**src/rtl/lbc_pkg.sv**
```systemverilog
`default_nettype none

package lbc_pkg;

  // default number of cache slots and the bounds on the slot index
  localparam int SLOTS_DEFAULT = 32;
  localparam int IDX_MAX_W     = 8;   // enough for up to 256 slots
  localparam int RANGE_W       = 9;   // holds the slot count itself

  localparam int DEV_W   = 8;
  localparam int BLK_W   = 32;
  localparam int CNT_W   = 8;
  localparam int TIME_W  = 32;
  localparam int SLOT_W  = 5;
  localparam int REQ_W   = 2;
  localparam int STAT_W  = 2;

  localparam logic [CNT_W-1:0] COUNT_MAX = 8'd255;

  // request kinds
  localparam logic [REQ_W-1:0] REQ_GET     = 2'd0;
  localparam logic [REQ_W-1:0] REQ_RELEASE = 2'd1;
  localparam logic [REQ_W-1:0] REQ_PIN     = 2'd2;
  localparam logic [REQ_W-1:0] REQ_UNPIN   = 2'd3;

  // result status codes
  localparam logic [STAT_W-1:0] STAT_OK     = 2'd0;
  localparam logic [STAT_W-1:0] STAT_NOFREE = 2'd1;
  localparam logic [STAT_W-1:0] STAT_UNDER  = 2'd2;
  localparam logic [STAT_W-1:0] STAT_SAT    = 2'd3;

  // slot update applied by the addressed cell
  typedef enum logic [2:0] {
    UPD_NONE,
    UPD_HIT,
    UPD_PIN,
    UPD_UNPIN,
    UPD_RELEASE,
    UPD_FILL
  } upd_op_e;

  // broadcast from the controller to every cell
  typedef struct packed {
    upd_op_e               op;
    logic [IDX_MAX_W-1:0]  idx;
    logic [DEV_W-1:0]      dev;
    logic [BLK_W-1:0]      blk;
    logic [TIME_W-1:0]     now;
  } bcast_t;

  // search token handed from cell to cell
  typedef struct packed {
    logic                  vld;
    logic                  found;
    logic [IDX_MAX_W-1:0]  found_idx;
    logic [CNT_W-1:0]      found_cnt;
    logic                  found_valid;
    logic                  vok;
    logic [IDX_MAX_W-1:0]  vidx;
    logic [TIME_W-1:0]     vtime;
  } carry_t;

endpackage

`default_nettype wire

```
**src/rtl/lbc_cell.sv**
```systemverilog
`default_nettype none

module lbc_cell
  import lbc_pkg::*;
#(
  parameter int CELL_IDX = 0
) (
  input  wire logic             clk_i,
  input  wire logic             rst_ni,
  input  wire bcast_t           bc_i,
  input  wire carry_t           carry_i,
  output      carry_t           carry_o,
  output      logic [CNT_W-1:0] cnt_o
);

  logic [DEV_W-1:0]  tag_dev_q, tag_dev_d;
  logic [BLK_W-1:0]  tag_blk_q, tag_blk_d;
  logic [CNT_W-1:0]  cnt_q, cnt_d;
  logic [TIME_W-1:0] time_q, time_d;
  logic              valid_q, valid_d;
  carry_t            carry_q, carry_d;
  logic              sel;
  logic              match;

  assign sel   = (bc_i.idx == IDX_MAX_W'(CELL_IDX)) && (bc_i.op != UPD_NONE);
  assign match = (tag_dev_q == bc_i.dev) && (tag_blk_q == bc_i.blk);

  // fold this slot into the passing token: first tag match, oldest free slot
  always_comb begin
    carry_d = carry_i;
    if (match && !carry_i.found) begin
      carry_d.found       = 1'b1;
      carry_d.found_idx   = IDX_MAX_W'(CELL_IDX);
      carry_d.found_cnt   = cnt_q;
      carry_d.found_valid = valid_q;
    end
    if (cnt_q == '0 && (!carry_i.vok || time_q < carry_i.vtime)) begin
      carry_d.vok   = 1'b1;
      carry_d.vidx  = IDX_MAX_W'(CELL_IDX);
      carry_d.vtime = time_q;
    end
  end

  always_comb begin
    tag_dev_d = tag_dev_q;
    tag_blk_d = tag_blk_q;
    cnt_d     = cnt_q;
    time_d    = time_q;
    valid_d   = valid_q;
    if (sel) begin
      unique case (bc_i.op)
        UPD_HIT: begin
          cnt_d   = cnt_q + 1'b1;
          valid_d = 1'b1;
        end
        UPD_PIN: begin
          cnt_d = cnt_q + 1'b1;
        end
        UPD_UNPIN: begin
          cnt_d = cnt_q - 1'b1;
        end
        UPD_RELEASE: begin
          cnt_d = cnt_q - 1'b1;
          if (cnt_q == CNT_W'(1)) begin
            time_d = bc_i.now;
          end
        end
        UPD_FILL: begin
          tag_dev_d = bc_i.dev;
          tag_blk_d = bc_i.blk;
          cnt_d     = CNT_W'(1);
          valid_d   = 1'b1;
        end
        default: begin
        end
      endcase
    end
  end

  always_ff @(posedge clk_i or negedge rst_ni) begin
    if (!rst_ni) begin
      tag_dev_q <= '0;
      tag_blk_q <= '0;
      cnt_q     <= '0;
      time_q    <= '0;
      valid_q   <= 1'b0;
      carry_q   <= '0;
    end else begin
      tag_dev_q <= tag_dev_d;
      tag_blk_q <= tag_blk_d;
      cnt_q     <= cnt_d;
      time_q    <= time_d;
      valid_q   <= valid_d;
      carry_q   <= carry_d;
    end
  end

  assign carry_o = carry_q;
  assign cnt_o   = cnt_q;

endmodule

`default_nettype wire

```
**config.mk**
```make
export PLATFORM = sky130hd
export DESIGN_NAME = lbc_cell
export DESIGN_NICKNAME = d
export VERILOG_FILES = /design/src/rtl/lbc_pkg.sv /design/src/rtl/lbc_cell.sv
export SDC_FILE = /design/constraint.sdc
export NUM_CORES = 1
export LEC_CHECK = 0
export BUFFER_PORTS_ARGS = -buffer_cell sky130_fd_sc_hd__buf_2
export CORE_UTILIZATION = 51
export CTS_CLUSTER_SIZE = 20
export DETAILED_ROUTE_END_ITERATION = 6
export HOLD_SLACK_MARGIN = 0.1
export PLACE_DENSITY = 0.78
export SLEW_MARGIN = 15
export SYNTH_ARGS = -nofsm -noshare
export SYNTH_HDL_FRONTEND = slang
export SYNTH_SLANG_ARGS = --single-unit
```
**constraint.sdc**
```tcl
create_clock -name clk_i -period 3.2 [get_ports clk_i]
set_clock_uncertainty 0.05 [all_clocks]
set_input_delay 0.64 -clock clk_i [delete_from_list [all_inputs] [get_ports clk_i]]
set_output_delay 0.64 -clock clk_i [all_outputs]
set_load 0.05 [all_outputs]
```
Word-level counts from Yosys, hierarchy flattened

Cells that the tools add are included.

Flip-flop bits (word level): 141
Word-level logic and storage cells: 45

Add/subtract/negate cells: 2
Magnitude comparators: 1
Equality and inequality tests: 8
Multiplexer cells: 3
Reduce and logical (&&, ||, !) cells: 18

Operators by type and width:

| kind                                             | number |
|---|---|
| two-way mux 41 bit                               | 1 |
| == test 32 bit                                   | 1 |
| < comparator 32 bit                              | 1 |
| case mux 8 bit (3 select lines)                  | 1 |
| two-way mux 18 bit                               | 1 |
| zero test 8 bit                                  | 2 |
| adder 8 x 1 -> 8 bit, second input constant      | 1 |
| == test 8 x 1 -> 1 bit, second input constant    | 1 |
| == test 8 bit                                    | 1 |
| subtractor 8 x 1 -> 8 bit, second input constant | 1 |
| == test 3 x 2 -> 1 bit, second input constant    | 2 |
| == test 3 bit, second input constant             | 2 |
| AND reduction 2 bit                              | 3 |
| nonzero test 3 bit                               | 2 |
| OR reduction 2 bit                               | 3 |
| logical AND 1 bit                                | 4 |
| == test 3 x 1 -> 1 bit, second input constant    | 1 |
| AND reduction 3 bit                              | 1 |
| zero test 1 bit                                  | 2 |
| logical OR 1 bit                                 | 1 |

Longest topological paths before layout

Word-level depth: 4
Mapped depth: 9
Depth with buffers taken out: 8

Worst setup path after synthesis

No wires, ideal clock.

Path type: input port to flip-flop
Start point: in carry_i[2] (netlist name)
End point: reg carry_q (netlist bit carry_o[0])
Library setup time: 0.128 ns
Arrival: 2.696 ns
Required time: 3.022 ns
Path slack: 0.326 ns
Cell stages on the path: 9
Path buffers: 1
Cells stage by stage: inv_1 > ha_1 > a211o_1 > a31oi_1 > o311ai_1 > a2111o_1 > a221oi_2 > buf_4 > mux2_1

RTL lines:

| element                | line           | text |
|---|---|---|
| start: declaration     | lbc_cell.sv:11 | `input wire carry_t carry_i,` |
| end signal: assignment | lbc_cell.sv:94 | `carry_q <= carry_d;` |
| end: declaration       | lbc_cell.sv:21 | `carry_t carry_q, carry_d;` |

==> impl_metrics.yaml <==
setup_path:
  cp_cell_sequence: "ha_1 -> a211o_1 -> a31oi_1 -> o311ai_1 -> a2111o_1 -> a221oi_4 -> buf_4 -> mux2_1"
  reg2reg_depth: 8
  start_kind: "flip-flop"
  path_class: "flip-flop to flip-flop"
  timing.critical_path.arrival_ns: 3.05
  timing.critical_path.to_type: "flip-flop"
  worst_path_slowest_cell: "sky130_fd_sc_hd__a2111o_1"
  timing.critical_path.slowest_cell_delay_ns: 0.46
  regToRegSetupSlack_ns: 0.40
  worstPathMaxFanout: 10
  worstPathRequired_ns: 3.45
  reg2reg_from: "time_q[2]$_DFFE_PN0P_"
  worstReg2RegEnd: "carry_o[13]$_DFF_PN0_"
power_and_ir_drop:
  power.clock.fraction: 0.472
  peakVddDrop_uv: 340
  seqPwrFrac: 0.417
  cellInternalPower_mw: 3.33
  power_switching_mw: 1.12
  power.combinational.fraction: 0.111
  leak_pwr_nw: 4.48
  total_power_mw: 4.45
  power.switching_fraction: 0.251
  powerDensity_nw_per_um2: 518
global_route:
  grtUsageTotal: 0.237
  use_met2: 0.413
  grt_pass1_vias: 5131
  grt.overflow.total: 0
  global_route.usage.met1: 0.270
  pin_count_of_the_biggest_net_entering_global_routing: 56
  grt_antenna_before_repair: 0
  globalRoute.busiestLayer: "met2"
  grt_pass1_wl_um: 24100
  met3_track_demand_over_resource_in_global_routing: 0.0752
final_layout:
  n_fill_cell: 994
  multiInputGateArea_um2: 2930
  final_core_utilization: 0.678
  synthToLayoutAreaGrowth_pct: 29.1
  seqCellArea_um2: 3530
  drive_gt1_frac: 0.440
  final_net_count: 930
  antenna_cells_inserted: 0
  final_design_area_no_fill_um2: 8600
sta:
  timing.final.setup_violations: 0
  number_of_slew_limit_violations_in_the_final_report: 0
  clock.fmax_mhz: 357
  rsz0062_at_grt: "false"
  min_period_ns: 2.80
  setup_tns_final_ns: 0
  slew_headroom: 0.624
  max_slew.worst_pin.slew_ns: 0.559
  final-hold-violation-count: 0
  final.period_utilization: 0.876
synth:
  combinational_family_with_the_most_area_after_synthesis: "multiplexers"
  postSynthNetCount: 706
  postSynthCellCount: 526
  post_synth_and_or_nand_nor_area_fraction: 0.0744
  yosys.cell_count.top_type: "sky130_fd_sc_hd__dfrtp_1"
  synth_area_leader_cell: "sky130_fd_sc_hd__dfrtp_1"
  ys_top_cells_by_count: "sky130_fd_sc_hd__dfrtp_1 (141), sky130_fd_sc_hd__mux2_2 (82), sky130_fd_sc_hd__inv_1 (36), sky130_fd_sc_hd__ha_1 (35), sky130_fd_sc_hd__xnor2_1 (32)"
  dominantRegCellSynth: "sky130_fd_sc_hd__dfrtp_1"
  synth.lib_cells_used.distinct: 43
  adder_cell_share_of_the_synthesized_area: 0.0658
  fraction_of_the_mapped_netlist_area_in_compound_gates: 0.0536
  synth.cell_area_um2: 6660
  netlist_top_cells_area: "sky130_fd_sc_hd__dfrtp_1 (53%), sky130_fd_sc_hd__mux2_2 (14%), sky130_fd_sc_hd__ha_1 (6.6%)"
  synth-xor-area-share: 0.0539
  synth_area_per_cell_um2: 12.7
  synth_top_area_frac: 0.530
  post_synth_mux_area_share: 0.191
  synthesis.yosys.warnings: 0
  asyncSetResetFlopFracSynth: 1.00
  ys_ff_latch: 141
  sequential_element_share_of_the_synthesized_area: 0.530
  synth_enable_flop_cells: 0
route:
  drc: 0
  route.vias.total: 4870
  ant_nets: 0
  wirelength_um: 15200
  post_drt_via_cell_ratio: 5.21
  drc_violation_total_after_the_first_tritonroute_iteration: 227
  drt_pass1_iterations: 5
  detail_route.wl_per_cell_um: 16.3
floorplan:
  chip_width_um: 116
  dieArea_um2: 13500
  initial_utilization: 0.525
  floorplan.io_pins: 213
  fp.coreArea_um2: 12700
  placement_rows: 41
  die_h_um: 116
cts:
  ctsRootBufferMaster: "sky130_fd_sc_hd__clkbuf_16"
  post_cts_setup_inserts: 0
  clkSinkCount: 141
  cts_buffers: 17
  register_clock_pin_slew_on_the_reported_worst_setup_and_hold_paths_ns: 0.06
  clock_insertion_delay_worst_skew_ns: 0.42
  cts_tree: "done"
  number_of_h_tree_levels: 4
  ctsHoldBuffers: 0
  cts.path.max_buffers: 2
  post_cts_resized: 0
hold_path:
  worstHoldPathType: "primary input to asynchronous set/reset pin"
place:
  dpl.hpwl_um: 11200
  gp_routability_congestion: 0.828
  dpl_cell_area_um2: 7960
  port_buf_inserts: 212
job:
  maxCapViolations: 0
status:
  status: "completed"
worst max-delay path, delay by kind of cell (launching register included):
| kind | cells | cell delay, ns |
|---|---|---|
| adders and majority gates | 1 | 0.31 |
| DFF | 1 | 0.40 |
| AOI/OAI and AO/OA | 5 | 1.30 |
| muxes | 1 | 0.35 |
| buffers and inverters | 1 | 0.26 |
worst max path at each step:
| stage | startpoint | to | depth (start not counted) |
|---|---|---|---|
| 2_1_floorplan | carry_i[2] | carry_o[0]$_DFF_PN0_ | 9 |
| 3_3_place_gp | carry_i[2] | carry_o[13]$_DFF_PN0_ | 10 |
| 3_5_place_dp | carry_i[2] | carry_o[13]$_DFF_PN0_ | 10 |
| 4_1_cts | time_q[2]$_DFFE_PN0P_ | carry_o[13]$_DFF_PN0_ | 8 |
| 5_1_grt | time_q[2]$_DFFE_PN0P_ | carry_o[5]$_DFF_PN0_ | 8 |
| 6_report | time_q[2]$_DFFE_PN0P_ | carry_o[13]$_DFF_PN0_ | 8 |
registers in the layout, indices dropped and copies added, names as in the netlist:
signal	flops
carry_o	60
tag_blk_q	32
time_q	32
cnt_o	8
tag_dev_q	8
valid_q	1
routing by layer:
| layer | part of all wire | vias up |
|---|---|---|
| met5 | 0 | - |
| met4 | 0.017 | 0 |
| met3 | 0.061 | 21 |
| met2 | 0.51 | 169 |
| met1 | 0.41 | 2372 |
| li1 | - | 2308 |
metrics by stage:
| step | instances | hold slack (ns) | worst slack, ns |
|---|---|---|---|
| finish | 935 | 0.130 | 0.398 |
| floorplan | 526 | 0.294 | 0.326 |
| global placement | 903 | 0.436 | 0.0565 |
| CTS | 935 | 0.134 | 0.387 |
| global route | 935 | 0.156 | 0.280 |
| detailed placement | 903 | 0.449 | 0.0122 |
layout by cell type (no fill, tap or decap), types with 3 or more instances in the layout:
cell type,n
sky130_fd_sc_hd__nor2b_1,17
sky130_fd_sc_hd__buf_4,6
sky130_fd_sc_hd__ha_1,35
sky130_fd_sc_hd__clkbuf_16,17
sky130_fd_sc_hd__nor3_1,5
sky130_fd_sc_hd__clkinvlp_4,3
sky130_fd_sc_hd__mux2_1,31
sky130_fd_sc_hd__clkinv_4,3
sky130_fd_sc_hd__o21ai_0,11
sky130_fd_sc_hd__buf_2,211
sky130_fd_sc_hd__nand2b_1,5
sky130_fd_sc_hd__a31oi_1,3
sky130_fd_sc_hd__xor2_1,9
sky130_fd_sc_hd__a21oi_1,19
sky130_fd_sc_hd__bufinv_16,4
sky130_fd_sc_hd__mux2_2,82
sky130_fd_sc_hd__nand3_1,9
sky130_fd_sc_hd__nand4_1,14
sky130_fd_sc_hd__inv_1,36
sky130_fd_sc_hd__dfrtp_1,141
sky130_fd_sc_hd__and3_1,4
sky130_fd_sc_hd__nor2_1,11
sky130_fd_sc_hd__xnor2_1,32
sky130_fd_sc_hd__nand2_1,13
sky130_fd_sc_hd__clkinv_2,3
sky130_fd_sc_hd__nor4_1,5
logic make-up (layout without fill, tap and decap cells):
family,count (synthesis),in the layout
simple gates,90,90
compound gates,55,55
flops,141,141
mux,113,113
buf+inv,51,288
fa+ha+maj,35,35
xor+xnor,41,41
area by class of cell:
| class | count | area share |
|---|---|---|
| flip-flops and latches | 141 | 0.410 |
| well taps | 172 | 0.0250 |
| multi-input cells | 334 | 0.341 |
| clock inverters | 14 | 0.0224 |
| inverters | 36 | 0.0157 |
| clock buffers | 18 | 0.0511 |
| repair buffers | 220 | 0.134 |
power by group through the flow:
stage	Combinational (mW)	Clock, mW	Sequential [mW]
3_3_place_gp	0.482	0	1.89
5_1_grt	0.536	2.22	1.86
3_5_place_dp	0.495	0	1.89
2_1_floorplan	0.126	0	2.04
6_report	0.494	2.10	1.86
4_1_cts	0.498	2.13	1.86
No activity file was read; power rests on OpenSTA's default activity.
